$ cat config.mk
export PLATFORM = sky130hd
export DESIGN_NAME = bpq_ram
export DESIGN_NICKNAME = d
export VERILOG_FILES = /design/src/hw/rtl/bpq_ram.sv
export SDC_FILE = /design/constraint.sdc
export NUM_CORES = 2
export LEC_CHECK = 0
export BUFFER_PORTS_ARGS = -buffer_cell sky130_fd_sc_hd__buf_4
export CORE_MARGIN = 5
export CORE_UTILIZATION = 63
export CTS_CLUSTER_SIZE = 20
export DETAILED_ROUTE_END_ITERATION = 6
export PLACE_DENSITY = 0.79
export SYNTH_ARGS = -nofsm -noshare
export SYNTH_HDL_FRONTEND = slang
export SYNTH_SLANG_ARGS = --single-unit
$ cat constraint.sdc
create_clock -name clk_i -period 2.5 [get_ports clk_i]
set_input_delay 0.125 -clock clk_i [delete_from_list [all_inputs] [get_ports clk_i]]
set_output_delay 0.125 -clock clk_i [all_outputs]
set_load 0.02 [all_outputs]
$ cat src/hw/rtl/bpq_ram.sv
`timescale 1ns / 1ps
`default_nettype none

module bpq_ram #(
  parameter int Width = 16,
  parameter int Depth = 256
) (
  input  wire logic                     clk_i,
  input  wire logic                     we_i,
  input  wire logic [$clog2(Depth)-1:0] waddr_i,
  input  wire logic [Width-1:0]         wdata_i,
  input  wire logic [$clog2(Depth)-1:0] raddr_i,
  output logic      [Width-1:0]         rdata_o
);

  logic [Width-1:0] mem_q [Depth];
  logic [Width-1:0] rdata_q;

  always_ff @(posedge clk_i) begin
    if (we_i) begin
      mem_q[waddr_i] <= wdata_i;
    end
    rdata_q <= mem_q[raddr_i];
  end

  assign rdata_o = rdata_q;

endmodule

`default_nettype wire

## Word level (Yosys, flattened, before mapping)

Memories as Yosys holds them, arrays and structs flattened. A register that Yosys moved wholly into a read port is not among the register bits.
Index checks and enable logic that the tools add are counted.

| storage, ports and cells | value |
|---|---|
| input port bits | 34 |
| memories kept | 1 |
| register bits after elaboration | 0 |
| RAM bits | 4096 |

Memories:

| memory | words | bits a word | rd ports | clocked after Yosys merged registers in | write ports | line | RTL |
|---|---|---|---|---|---|---|---|
| mem_q | 256 | 16 | 1 | 1 | 1 | 16 | `logic [Width-1:0] mem_q [Depth];` |

| operators by class | value |
|---|---|
| multiplexer cells | 2 |

Operators with widths:

| operator | number |
|---|---|
| 1-bit two-way mux | 2 |

## Longest topological paths before layout

| depth | value |
|---|---|
| word-level depth | 2 |
| gate-level depth with buffers | 12 |

## Worst setup path before layout

Ideal clock, no wire load.

| path | value |
|---|---|
| kind | input port to flip-flop |
| from | input port waddr_i[3] |
| to | memory mem_q[235][0] (enable) |
| stages | 6 |
| arrival time | 1.902 ns |
| buffers on the path | 3 |
| slack | 0.210 ns |
| cells stage by stage | clkbuf_1 nor2b_1 clkbuf_1 nand4_1 clkbuf_1 nor2_1 |

RTL lines:

| element | line | RTL |
|---|---|---|
| start, declared | 10 | `input wire logic [$clog2(Depth)-1:0] waddr_i,` |
| end, declared | 16 |  |

Straight into the memory's write port.

==> impl_metrics.toml <==
[power_and_ir_drop]
vdd_ir_drop_max_mv = 0.685
power.density_mw_per_mm2 = 787
total_power_mw = 144
leakage_nw = 59.7

[die]
die_h_um = 512
start_util_pct = 63.2
ioPinCount = 50
fp.dieW_um = 512
core_area_sq_mm = 0.251
fp-row-count = 184
die_area_sq_mm = 0.262

[sta]
slew_headroom_pct = 33.6
period_needed_ns = 2.58
finalCritPeriodShare_pct = 103
whs_ns = 0.120
drv_slew = 0
fin_skew_ns = 0.0574
setup_viol = 2
fin_ws_ns = -0.0757
tightest_slew_ns = 0.986
hold_violations = 0
timing.fmax_mhz = 388
rsz0062_at_grt = "true"

[global_routing]
grt_max_degree = 137
overflow = 0
grt_first_pass_wirelength_um = 632000
grt_pass1_vias = 86000
antenna_found_initial = 32
grt_use_total_pct = 33.8

[setup_path]
cp-start-kind = "register"
slowest_stage = "nand4_1"
cp-end-kind = "register"
reg2reg_from = "mem_q[217][13]"
path_class = "register to register"
required_ns = 3.39
path_max_fanout = 2
worst-endpoint-arrival_ns = 3.46
critical_path.max_stage_delay_ns = 0.66
cp_cell_sequence = "mux2i_1 > o221ai_1 > o32ai_1 > a21oi_2 > nand4_1 > nor4_2"
crit_start = "mem_q[217][13]"

[status]
outcome = "finished, violations left"
failed_checks = "DRC, setup timing"

[yosys]
synth-seq-cells = 4112
syn_area_sq_mm = 0.159
synthArstFlopShare_pct = 0
syn-num-nets = 7394
seq_area_frac_synth_pct = 77.7
ys_types = 52
synth_edf_count = 4096
syn_inst = 7360
ys.flop_type = "edfxtp_1"
post_synth.cell_area_avg_sq_um = 21.6
yosysWarnings = 0

[routing]
ant_nets = 0
wirelength_um = 451000
routedWlPerCell_um = 37.5
dr.pass1.iters = 7
drtIter0Drc = 16500
routed_via_density = 7.23
vias = 86900
drc = 25

[final_layout]
fillers = 12900
seq_area_sq_mm = 0.123
fin_area_sq_mm = 0.183
syn2layout_area_growth_pct = 15.4
multi_input_area_sq_mm = 0.0331
drive_above_1_share_pct = 29.3
nNetsFinal = 8376

[worst_hold_path]
hp-start = "raddr_i[5]"
hp-class = "primary input to register"

[clock_tree]
clock_path_buffers = 4
clockRootBuffer = "clkbuf_16"
cts_tree = "built"
cts_setup_buffers = 0
numCtsBuffers = 400
htreeDepth = 5
clkTransAtPathRegs_ns = 0.06
clk_latency_ns = 1.00
clkSinkCount = 4112

[placement]
placed_cell_area_sq_mm = 0.170
place_congestion = 0.952
port_buffers = 49
hpwl_um = 259000

[job]
max-cap-violations = 0
flip-flops by register name, summed over array words and instances, names as in the netlist:
name	cells
mem_q	4096
rdata_o	16
worst max-delay path: cells and delay by family (launching register included):
family	cells	cell delay, ns
compound gates	3	0.87
simple gates	2	1.19
flops	1	0.33
mux	1	0.08
through the flow:
stage                     cells  utilization (%)  setup TNS (ns)  setup slack, ns
after floorplan            7360                -               0            0.210
after global placement    11300             67.6          -11.31            -1.19
after detailed placement  11300             67.6          -11.69            -1.28
after CTS                 12000             72.9        -0.00772         -0.00586
after global routing      12000             72.9         -0.0315          -0.0226
final                     12000             72.9          -0.138          -0.0757
synth_stat cells (32+ instances only):
master,number,area [sq um]
clkbuf_1,230,863
o221ai_1,252,2210
o22ai_1,148,926
mux2i_1,565,5660
nor2_1,304,1140
nand3_1,35,175
nor3_1,92,460
mux4_2,797,17900
a22o_1,32,280
mux2_2,88,991
a21oi_1,175,876
buf_6,77,867
edfxtp_1,4096,123000
buf_2,76,380
o21ai_0,37,185
nand2_1,38,143
a22oi_1,43,323
cell usage in the layout, fill, tap and decap left out, types with 9 or more instances in the layout:
master         netlist  final
and3_1              11     11
nor2b_1              9      9
buf_12               5    141
mux2i_1            565    565
a221oi_1            28     22
clkbuf_16            0    406
diode_2              0     23
edfxtp_1          4096   4096
clkinv_2             0     67
a22oi_1             43     41
clkbuf_8             0      9
o21ai_0             37     35
nand4_1             26     26
o221ai_1           252    250
buf_8               11     17
nor3_1              92     90
nand2_1             38     36
nor2_1             304    267
clkinvlp_4           0     16
clkbuf_1           230     78
a22o_1              32     24
o31ai_1             16     10
a211oi_1            18     18
clkinv_1             0     85
bufinv_16            0     41
buf_4               26    841
a21oi_1            175    173
mux4_2             797    797
dlygate4sd3_1        0     29
o32ai_1             20     13
nor2_2               0     37
nor4_1              17     15
mux2_2              88     87
dfxtp_1             16     16
nand3_1             35     34
o22ai_1            148    148
path summary, 6_finish.rpt:
path	endpoint	cells past startpoint	slack, ns
min	rdata_o[1]	5	0.12
max reg2reg	rdata_o[13]	6	-0.08
min reg2reg	rdata_o[10]	6	1.05
max	rdata_o[13]	6	-0.08
what timing repair did:
item | 4_1_cts | 5_1_grt
setup endpoints to repair | 9 | 13
pin swaps | 4 | 6
resized for setup | 29 | 25
hold endpoints to repair | 4066 | 0
hold buffers | 29 | 0
per-layer routing:
layer	up-vias	global-route usage [%]	part of all wire [%]
met4	16	16.8	6.3
met1	43800	45.7	32
met5	-	0.0913	0.023
met3	1609	9.75	15
li1	33300	-	-
met2	8269	51.6	47
final cells by class:
cell class                      count  share of cell area (%)
Sequential cell                  4112                    67.3
Multi-Input combinational cell   2792                    18.1
Clock buffer                      492                    5.76
Timing Repair Buffer             1032                    5.32
Tap cell                         3348                    2.29
Clock inverter                    223                    1.19
Antenna cell                       23                  0.0314
Inverter                            4                  0.0150
kinds of logic after synthesis:
kind of cell | after synthesis | synth area share [%]
simple gates | 556 | 1.57
compound gates | 786 | 3.54
mux | 1450 | 15.5
buf+inv | 456 | 1.69
flops | 4112 | 77.7
power breakdown:
| part | switching [mW] | internal (mW) | leakage, nW | total [mW] |
|---|---|---|---|---|
| clock | 25.6 | 34.2 | 6.22 | 59.8 |
| sequential | 0.176 | 76.0 | 36.9 | 76.1 |
| combinational | 5.19 | 3.09 | 16.5 | 8.27 |
(Power assumes the default switching activity.)
