<file path="config.mk">
export PLATFORM = sky130hd
export DESIGN_NAME = bpq_seq
export DESIGN_NICKNAME = d
export VERILOG_FILES = /design/src/hw/rtl/bpq_pkg.sv /design/src/hw/rtl/bpq_seq.sv
export SDC_FILE = /design/constraint.sdc
export NUM_CORES = 1
export LEC_CHECK = 0
export BUFFER_PORTS_ARGS = -buffer_cell sky130_fd_sc_hd__clkbuf_2
export CORE_ASPECT_RATIO = 0.75
export CORE_MARGIN = 2
export CORE_UTILIZATION = 56
export CTS_CLUSTER_DIAMETER = 120
export DETAILED_ROUTE_END_ITERATION = 10
export GPL_TIMING_DRIVEN = 0
export PLACE_DENSITY = 0.87
export SYNTH_ARGS = -nofsm -noshare
export SYNTH_HDL_FRONTEND = slang
export SYNTH_SLANG_ARGS = --single-unit
export TNS_END_PERCENT = 1
</file>
<file path="constraint.sdc">
create_clock -name clk_i -period 9.1 [get_ports clk_i]
set_input_delay 0.455 -clock clk_i [delete_from_list [all_inputs] [get_ports clk_i]]
set_output_delay 0.455 -clock clk_i [all_outputs]
set_load 0.01 [all_outputs]
</file>
<file path="src/hw/rtl/bpq_pkg.sv">
`timescale 1ns / 1ps
`default_nettype none

package bpq_pkg;

  localparam logic FUNC_PUSH = 1'b0;
  localparam logic FUNC_POP  = 1'b1;

  localparam logic [1:0] STATUS_OK    = 2'd0;
  localparam logic [1:0] STATUS_FULL  = 2'd1;
  localparam logic [1:0] STATUS_EMPTY = 2'd2;

  typedef struct packed {
    logic        func;
    logic [7:0]  priority_req;
    logic [15:0] order_key;
    logic [15:0] payload;
  } item_t;

  typedef struct packed {
    logic [1:0]  status;
    logic [15:0] out_payload;
    logic [15:0] out_key;
    logic [7:0]  out_priority;
  } result_t;

  typedef enum logic [3:0] {
    ST_CLEAR,
    ST_IDLE,
    ST_PLOAD,
    ST_PCMP,
    ST_PLINK,
    ST_PFIX,
    ST_SCHK,
    ST_NGET,
    ST_TCHK,
    ST_DONE
  } state_e;

endpackage

`default_nettype wire

</file>
<file path="src/hw/rtl/bpq_seq.sv">
`timescale 1ns / 1ps
`default_nettype none

module bpq_seq #(
  parameter int POOL_SIZE    = 1024,
  parameter int TOP_PRIORITY = 255,
  localparam int LinkW   = $clog2(POOL_SIZE + 1),
  localparam int AddrW   = $clog2(POOL_SIZE),
  localparam int BucketW = $clog2(TOP_PRIORITY + 1)
) (
  input  wire logic                 clk_i,
  input  wire logic                 rst_ni,
  input  wire logic                 in_valid_i,
  output logic                      in_ready_o,
  input  wire bpq_pkg::item_t       item_i,
  output logic                      res_valid_o,
  input  wire logic                 res_ready_i,
  output bpq_pkg::result_t          res_o,
  output logic                      bh_we_o,
  output logic      [BucketW-1:0]   bh_waddr_o,
  output logic      [LinkW-1:0]     bh_wdata_o,
  output logic      [BucketW-1:0]   bh_raddr_o,
  input  wire logic [LinkW-1:0]     bh_rdata_i,
  output logic                      nx_we_o,
  output logic      [AddrW-1:0]     nx_waddr_o,
  output logic      [LinkW-1:0]     nx_wdata_o,
  output logic      [AddrW-1:0]     nx_raddr_o,
  input  wire logic [LinkW-1:0]     nx_rdata_i,
  output logic                      dt_we_o,
  output logic      [AddrW-1:0]     dt_waddr_o,
  output logic      [31:0]          dt_wdata_o,
  output logic      [AddrW-1:0]     dt_raddr_o,
  input  wire logic [31:0]          dt_rdata_i
);

  localparam int PrioW = (BucketW > 8) ? BucketW : 8;
  localparam logic [LinkW-1:0]   NullLink = LinkW'(POOL_SIZE);
  localparam logic [BucketW-1:0] TopIdx   = BucketW'(TOP_PRIORITY);
  localparam logic [PrioW-1:0]   TopWide  = PrioW'(TOP_PRIORITY);
  localparam logic [LinkW-1:0]   OneLink  = LinkW'(1);

  bpq_pkg::state_e state_q, state_d;

  logic [BucketW-1:0] clr_q, clr_d;
  logic [BucketW-1:0] prio_q, prio_d;
  logic [15:0]        key_q, key_d;
  logic [15:0]        pay_q, pay_d;
  logic [LinkW-1:0]   cur_q, cur_d;
  logic [LinkW-1:0]   prev_q, prev_d;
  logic               at_head_q, at_head_d;
  logic [BucketW-1:0] b_q, b_d;
  logic [LinkW-1:0]   alloc_q, alloc_d;
  logic [LinkW-1:0]   count_q, count_d;
  logic [BucketW-1:0] top_q, top_d;
  bpq_pkg::result_t   res_q, res_d;

  logic [PrioW-1:0]   prio_wide;
  logic [BucketW-1:0] prio_sat;
  logic [15:0]        node_key;
  logic [15:0]        node_pay;
  logic               key_after;
  logic [BucketW-1:0] b_dec;

  assign prio_wide = PrioW'(item_i.priority_req);
  assign prio_sat  = (prio_wide > TopWide) ? TopIdx : BucketW'(prio_wide);
  assign node_key  = dt_rdata_i[31:16];
  assign node_pay  = dt_rdata_i[15:0];
  // shared compare: new entry passes over nodes with strictly smaller keys
  assign key_after = key_q > node_key;
  assign b_dec     = b_q - 1'b1;

  always_comb begin
    state_d = state_q;
    unique case (state_q)
      bpq_pkg::ST_CLEAR: begin
        if (clr_q == TopIdx) state_d = bpq_pkg::ST_IDLE;
      end
      bpq_pkg::ST_IDLE: begin
        if (in_valid_i) begin
          if (item_i.func == bpq_pkg::FUNC_PUSH) begin
            state_d = (alloc_q == NullLink) ? bpq_pkg::ST_DONE : bpq_pkg::ST_PLOAD;
          end else begin
            state_d = (count_q == '0) ? bpq_pkg::ST_DONE : bpq_pkg::ST_SCHK;
          end
        end
      end
      bpq_pkg::ST_PLOAD: begin
        state_d = (bh_rdata_i == NullLink) ? bpq_pkg::ST_PLINK : bpq_pkg::ST_PCMP;
      end
      bpq_pkg::ST_PCMP: begin
        if (!key_after || nx_rdata_i == NullLink) state_d = bpq_pkg::ST_PLINK;
      end
      bpq_pkg::ST_PLINK: begin
        state_d = at_head_q ? bpq_pkg::ST_DONE : bpq_pkg::ST_PFIX;
      end
      bpq_pkg::ST_PFIX: begin
        state_d = bpq_pkg::ST_DONE;
      end
      bpq_pkg::ST_SCHK: begin
        if (bh_rdata_i != NullLink) state_d = bpq_pkg::ST_NGET;
        else if (b_q == '0)         state_d = bpq_pkg::ST_DONE;
      end
      bpq_pkg::ST_NGET: begin
        if (nx_rdata_i != NullLink || b_q == '0 || count_q == OneLink) begin
          state_d = bpq_pkg::ST_DONE;
        end else begin
          state_d = bpq_pkg::ST_TCHK;
        end
      end
      bpq_pkg::ST_TCHK: begin
        if (bh_rdata_i != NullLink || b_q == '0) state_d = bpq_pkg::ST_DONE;
      end
      bpq_pkg::ST_DONE: begin
        if (res_ready_i) state_d = bpq_pkg::ST_IDLE;
      end
      default: state_d = bpq_pkg::ST_IDLE;
    endcase
  end

  always_comb begin
    clr_d     = clr_q;
    prio_d    = prio_q;
    key_d     = key_q;
    pay_d     = pay_q;
    cur_d     = cur_q;
    prev_d    = prev_q;
    at_head_d = at_head_q;
    b_d       = b_q;
    alloc_d   = alloc_q;
    count_d   = count_q;
    top_d     = top_q;
    res_d     = res_q;

    bh_we_o    = 1'b0;
    bh_waddr_o = b_q;
    bh_wdata_o = nx_rdata_i;
    bh_raddr_o = b_dec;
    nx_we_o    = 1'b0;
    nx_waddr_o = alloc_q[AddrW-1:0];
    nx_wdata_o = cur_q;
    nx_raddr_o = nx_rdata_i[AddrW-1:0];
    dt_we_o    = 1'b0;
    dt_waddr_o = alloc_q[AddrW-1:0];
    dt_wdata_o = {key_q, pay_q};
    dt_raddr_o = nx_rdata_i[AddrW-1:0];

    unique case (state_q)
      bpq_pkg::ST_CLEAR: begin
        bh_we_o    = 1'b1;
        bh_waddr_o = clr_q;
        bh_wdata_o = NullLink;
        clr_d      = clr_q + 1'b1;
      end
      bpq_pkg::ST_IDLE: begin
        if (in_valid_i) begin
          prio_d    = prio_sat;
          key_d     = item_i.order_key;
          pay_d     = item_i.payload;
          prev_d    = NullLink;
          at_head_d = 1'b1;
          res_d     = '0;
          if (item_i.func == bpq_pkg::FUNC_PUSH) begin
            bh_raddr_o = prio_sat;
            if (alloc_q == NullLink) res_d.status = bpq_pkg::STATUS_FULL;
          end else begin
            bh_raddr_o = top_q;
            b_d        = top_q;
            if (count_q == '0) begin
              res_d.status = bpq_pkg::STATUS_EMPTY;
              top_d        = '0;
            end
          end
        end
      end
      bpq_pkg::ST_PLOAD: begin
        cur_d      = bh_rdata_i;
        nx_raddr_o = bh_rdata_i[AddrW-1:0];
        dt_raddr_o = bh_rdata_i[AddrW-1:0];
      end
      bpq_pkg::ST_PCMP: begin
        if (key_after) begin
          prev_d    = cur_q;
          at_head_d = 1'b0;
          cur_d     = nx_rdata_i;
        end
      end
      bpq_pkg::ST_PLINK: begin
        dt_we_o = 1'b1;
        nx_we_o = 1'b1;
        if (at_head_q) begin
          bh_we_o    = 1'b1;
          bh_waddr_o = prio_q;
          bh_wdata_o = alloc_q;
        end
        alloc_d = alloc_q + 1'b1;
        count_d = count_q + 1'b1;
        if (prio_q > top_q) top_d = prio_q;
      end
      bpq_pkg::ST_PFIX: begin
        // alloc already advanced; the new slot is one below it
        nx_we_o    = 1'b1;
        nx_waddr_o = prev_q[AddrW-1:0];
        nx_wdata_o = alloc_q - 1'b1;
      end
      bpq_pkg::ST_SCHK: begin
        nx_raddr_o = bh_rdata_i[AddrW-1:0];
        dt_raddr_o = bh_rdata_i[AddrW-1:0];
        if (bh_rdata_i == NullLink) begin
          if (b_q == '0) begin
            res_d.status = bpq_pkg::STATUS_EMPTY;
            top_d        = '0;
          end else begin
            b_d = b_dec;
          end
        end
      end
      bpq_pkg::ST_NGET: begin
        res_d.status       = bpq_pkg::STATUS_OK;
        res_d.out_payload  = node_pay;
        res_d.out_key      = node_key;
        res_d.out_priority = 8'(b_q);
        bh_we_o            = 1'b1;
        count_d            = count_q - 1'b1;
        if (nx_rdata_i != NullLink) begin
          top_d = b_q;
        end else if (b_q == '0 || count_q == OneLink) begin
          top_d = '0;
        end else begin
          b_d = b_dec;
        end
      end
      bpq_pkg::ST_TCHK: begin
        if (bh_rdata_i != NullLink || b_q == '0) top_d = b_q;
        else                                     b_d   = b_dec;
      end
      bpq_pkg::ST_DONE: begin
      end
      default: begin
      end
    endcase
  end

  always_ff @(posedge clk_i or negedge rst_ni) begin
    if (!rst_ni) begin
      state_q <= bpq_pkg::ST_CLEAR;
      clr_q   <= '0;
      alloc_q <= '0;
      count_q <= '0;
      top_q   <= '0;
    end else begin
      state_q <= state_d;
      clr_q   <= clr_d;
      alloc_q <= alloc_d;
      count_q <= count_d;
      top_q   <= top_d;
    end
  end

  always_ff @(posedge clk_i) begin
    prio_q    <= prio_d;
    key_q     <= key_d;
    pay_q     <= pay_d;
    cur_q     <= cur_d;
    prev_q    <= prev_d;
    at_head_q <= at_head_d;
    b_q       <= b_d;
    res_q     <= res_d;
  end

  assign in_ready_o  = (state_q == bpq_pkg::ST_IDLE);
  assign res_valid_o = (state_q == bpq_pkg::ST_DONE);
  assign res_o       = res_q;

endmodule

`default_nettype wire

</file>
# Word level (Yosys, flattened, before mapping)
# Cells that the tools add are included.
[word_totals]
input_bits = 99
register_bits = 154
wordCells = 149
output_inout_bits = 157
[classes]
eq_ne = 33
n_addsub = 6
n_reduce_logical = 27
mux = 64
order_cmp = 3
[op_table]
columns = ["cell", "count"]
rows = [
  ["8-bit 2-to-1 mux", 21],
  ["40-bit one-hot mux with 2 select lines", 1],
  ["11-bit one-hot mux with 2 select lines", 3],
  ["4-bit 2-to-1 mux", 11],
  ["42-bit 2-to-1 mux", 1],
  ["10-bit 2-to-1 mux", 4],
  ["4-bit one-hot mux with 10 select lines", 1],
  ["8-bit one-hot mux with 5 select lines", 1],
  ["11-bit == test (second input constant)", 3],
  ["11-bit 2-to-1 mux", 3],
  ["8-bit one-hot mux with 4 select lines", 1],
  ["2-bit != test (second input constant)", 12],
  ["11-bit by 1-bit adder with 11-bit output (second input constant)", 2],
  ["11-bit != test (second input constant)", 2],
  ["11-bit by 1-bit subtractor with 11-bit output (second input constant)", 2],
  ["10-bit one-hot mux with 2 select lines", 1],
  ["4-bit by 3-bit == test with 1-bit output (second input constant)", 4],
  ["16-bit > comparator", 1],
  ["8-bit one-hot mux with 2 select lines", 1],
  ["11-bit by 1-bit == test with 1-bit output (second input constant)", 1],
  ["11-bit zero test", 1],
  ["9-bit AND reduction", 1],
  ["8-bit by 1-bit adder with 8-bit output (second input constant)", 1],
  ["4-bit by 2-bit == test with 1-bit output (second input constant)", 2],
  ["other kinds (27)", 52],
]

# Logic depth before layout (Yosys ltp)
[logic_depth]
ltp_word = 5
ltp_mapped = 8
depth_no_buf = 8

# Worst setup path before layout
# OpenSTA, ideal clock, no wires.
[synth_path]
path_kind = "register to register"
start = "register state_q[0]"
end = "register b_q[0] (enable)"
stages_incl_launch_ff = 8
path_buffers = 1
required_time_ns = 8.712
slack_ns = 5.785
arrival_ns = 2.927
setup_ns = 0.388
period_less_slack_ns = 3.315
path_cell_list = "dfrtp_1 > buf_2 > nand2b_1 > nor3_2 > nand2_1 > inv_1 > nand2_1 > a221oi_1"
[synth_via]
elab_chain_len = 3
word_cells_on_any_way = 13
classes_between = "11 x eq/ne; 2 x reduce/logical"
[synth_lines]
columns = ["item", "line_no", "source"]
rows = [
  ["from (decl)", "bpq_seq.sv:42", "bpq_pkg::state_e state_q, state_d;"],
  ["from (signal assigned)", "bpq_seq.sv:245", "state_q <= bpq_pkg::ST_CLEAR;"],
  ["from (signal assigned)", "bpq_seq.sv:251", "state_q <= state_d;"],
  ["4-bit by 1-bit == test with 1-bit output (*)", "--", ""],
  ["via in_ready_o", "bpq_seq.sv:14", "output logic in_ready_o,"],
  ["4-bit nonzero test (no line), or another cell as far along", "--", ""],
  ["8-bit AND reduction (no line) (*)", "--", ""],
  ["to (signal assigned)", "bpq_seq.sv:266", "b_q <= b_d;"],
  ["to (decl)", "bpq_seq.sv:51", "logic [BucketW-1:0] b_q, b_d;"],
]
# Mark *: on every way through the listed nets, which the timed path passes. The rest lies on a longest branch.
# A chain may end at the register's enable or synchronous reset.

# Worst setup path in the final report
[layout_path]
start = "register state_q[1]"
end = "register b_q[2] (enable)"
[layout_via]
elab_chain_len = 3
word_cells_on_any_way = 13
classes_between = "11 x eq/ne; 2 x reduce/logical"
[layout_lines]
columns = ["item", "line_no", "source"]
rows = [
  ["4-bit by 3-bit == test with 1-bit output, or another cell as far along", "bpq_seq.sv:147", "unique case (state_q)"],
  ["2-bit != test (no line), or another cell as far along", "--", ""],
  ["8-bit AND reduction (no line) (*)", "--", ""],
]
# Mark *: on every way between the ends. The rest lies on a longest branch, timed or not.

==> flow_summary.ini <==
[detailed_routing]
initialDrtViolationCount = 1014
routed_wl_um = 24300
drt_first_pass_iters = 5
vias = 7333
wire_per_inst_um = 19.38
wl_met2_um = 11300
final_antenna_net_count = 0
routed_via_density = 5.848
remaining_drc_errors = 0
dr.max_layer_used = met4
dr_wl_met3_um = 2654
wl_met1_um = 9407

[synthesis]
ys_async_sr_fraction = 0.2727
synth_top_family_by_area = simple AND/OR/NAND/NOR gates
synth_area_mm2 = 0.008295
yosys.area_share.simple = 0.1727
synth_compound_area_frac = 0.1056
muxShareOfSynthArea = 0.03635
yosysWarnings = 0
ys_types = 71
avgSynthCellArea_um2 = 10.82
yosys_register_bits = 154
seq_area_frac_synth = 0.5321
synth_edf_count = 112
synthAdderAreaFrac = 0.04827
synth_flop_cell = edfxtp_1
syn_inst = 767
synth_nets = 898
synthXorXnorAreaFrac = 0.04223

[final_layout]
fill_cells = 1056
syn_to_final_growth_pct = 25.58
layout-drive-gt1-share = 0.3321
final_cell_mix = clkbuf_2, edfxtp_1, nand2_1, nor2_1, inv_1
final_nets = 1172
finish.instance_area_mm2 = 0.01042
antenna_cells = 0
layout_commonest_cell = clkbuf_2
multiInputGateArea_mm2 = 0.003363
regArea_mm2 = 0.004414
instances_no_fill = 1254

[setup_path]
cp-start-kind = register
cp.required_ns = 9.14
ff2ff_setup_slack_ns = 5.29
cp_data_arrival_time_ns = 3.85
cp_max_fo = 41
path_class = register to register
cp-end-kind = register

[grt]
antenna_found_initial = 0
grt_pass1_wl_um = 36470
grt_max_degree = 43
grt_usage = 0.3087
grt_pass1_vias = 6895
grt_overflow = 0

[floorplanning]
io_pins = 256
initial_core_util = 0.5739
dieArea_mm2 = 0.01581
core_area_mm2 = 0.01445
die_w_um = 144.5
fp-row-count = 38
die_h_um = 109.4

[power_and_ir_drop]
pwr-share-seq = 0.361
clock_power_share = 0.232
power.density_mw_per_mm2 = 297.7
p_leak_nw = 4.744
p_int_w = 0.001852
p_sw_w = 0.001249
sw_frac_of_total = 0.4028
comb_power_share = 0.407
peakVddDrop_mv = 0.2010
total_power_w = 0.003101

[sta]
fin_crit_sh = 0.4186
finalSetupViolCount = 0
fmax_mhz = 262.5
maxSlewViolCount = 0
finalHoldViolCount = 0
fin_tns_setup_ns = 0
worst_pin_slew_ns = 1.395
skew_ns = 0.01307
fin_ws_ns = 5.291
rsz0062_at_grt = false
slew_headroom = 0.07002
fin_crit_ns = 3.809

[clocking]
h-tree-depth = 4
cts_tree = yes
cts_root_buffer = clkbuf_16
clock_sinks = 154
clk_pin_slew_worst_paths_ns = 0.07
cts_inserted_buffers = 17
insertion_delay_ns = 0.44
cts_resized = 0
post_cts.repair.setup_buffers = 0
hold_buffers = 0
clk_path_buf_depth = 2

[placed_design]
routabilityCongestion = 1.017
dpl_cell_area_mm2 = 0.009824
dpl_worst_slack_ns = 5.391
io_buffers = 255
dpl.hpwl_um = 17820
dp.cells = 1222

[hold_path]
hp-class = input pin to register

[status]
outcome = completed

[flow_run]
cap_viol_max_count = 0
per-layer routing:
metal / up-vias / global-route usage
met3: 91 / 0.07622
met5: - / 0
li1: 3287 / -
met2: 488 / 0.4739
met1: 3467 / 0.4212
met4: 0 / 0.1352
per-stage QoR:
step	hold WS, ns	util
2_1_floorplan	0.1594	-
3_3_place_gp	0.4768	0.6795
3_5_place_dp	0.4902	0.6797
4_1_cts	0.1825	0.7207
5_1_grt	0.1836	0.7207
6_report	0.1863	0.7207
sequential cells by signal, summed over array words and instances (netlist names):
signal,count
prev_q,10
cur_q,11
count_q,11
alloc_q,11
at_head_q,1
pay_q,16
clr_q,8
state_q,4
prio_q,8
key_q,16
top_q,8
res_o,42
b_q,8
final cells by class:
cell class                      instances  share of cell area
Clock inverter                         15             0.01609
Clock buffer                           17             0.04084
Inverter                               49             0.01766
Timing Repair Buffer                  255              0.1225
Tap cell                              200             0.02402
Sequential cell                       154              0.4237
Buffer                                 61             0.03231
Multi-Input combinational cell        503              0.3228
cells in the mapped netlist, types with 4 or more instances:
cell type    n  area, um2
a21oi_1     30      150.1
nand3_1     17      85.08
buf_2        5      25.02
o21ai_1      6      30.03
a31oi_1      6      37.54
mux2i_1     14      140.1
nand2_1     94      352.8
nor4_1       7      43.79
a211oi_1     8      60.06
buf_1        6      22.52
inv_1       47      176.4
nor2_1      53      198.9
edfxtp_1   112       3363
xnor2_1     28      245.2
buf_4       21      157.7
ha_1        32      400.4
nand4_1     10      62.56
a22o_1      11      96.34
nand3b_1     4      30.03
and2_1      34      212.7
a22oi_1     10      75.07
o21ai_0     20      100.1
xor2_1      12      105.1
clkbuf_1    26      97.59
a222oi_1     6      60.06
and3_1       7      43.79
nor2b_1      8      50.05
or3_1        5      31.28
nor3b_1      6      45.04
dfrtp_1     42       1051
o21ai_2      4      35.03
nor3_1       7      35.03
o22ai_1      6      37.54
mux2_2      12      135.1
critical path: stages (launching register included):
cell      delay (ns)
dfrtp_1         0.45
nand2b_1        0.25
nor3_2          0.40
nand2_1         0.34
inv_2           0.71
nand2_1         0.12
a221oi_1        1.15
path summary, 6_finish.rpt:
kind / from / end / depth (start not counted)
max: state_q[1] / b_q[2] / 6
min: item_i[11] / pay_q[11] / 1
max reg2reg: state_q[1] / b_q[2] / 6
min reg2reg: clr_q[5] / clr_q[5] / 1
max in group asynchronous: rst_ni / count_q[5] / 1
min in group asynchronous: rst_ni / state_q[0] / 1
power by group through the flow:
stage	Clock [W]	Combinational, W	Sequential, W
floorplan	0	0.000770	0.00112
global placement	0	0.00118	0.00112
detailed placement	0	0.00123	0.00113
CTS	0.000721	0.00124	0.00111
global route	0.000746	0.00137	0.00114
finish	0.000718	0.00126	0.00112
cell families (layout without fill, tap and decap cells):
family	Yosys count	count (layout)
muxes	28	28
xor gates and xnor gates	40	40
AOI/OAI and AO/OA	128	128
and+or+nand+nor	275	275
adders and majority gates	32	32
DFF	154	154
buffers and inverters	110	397
No activity file was read; power rests on OpenSTA's default activity.
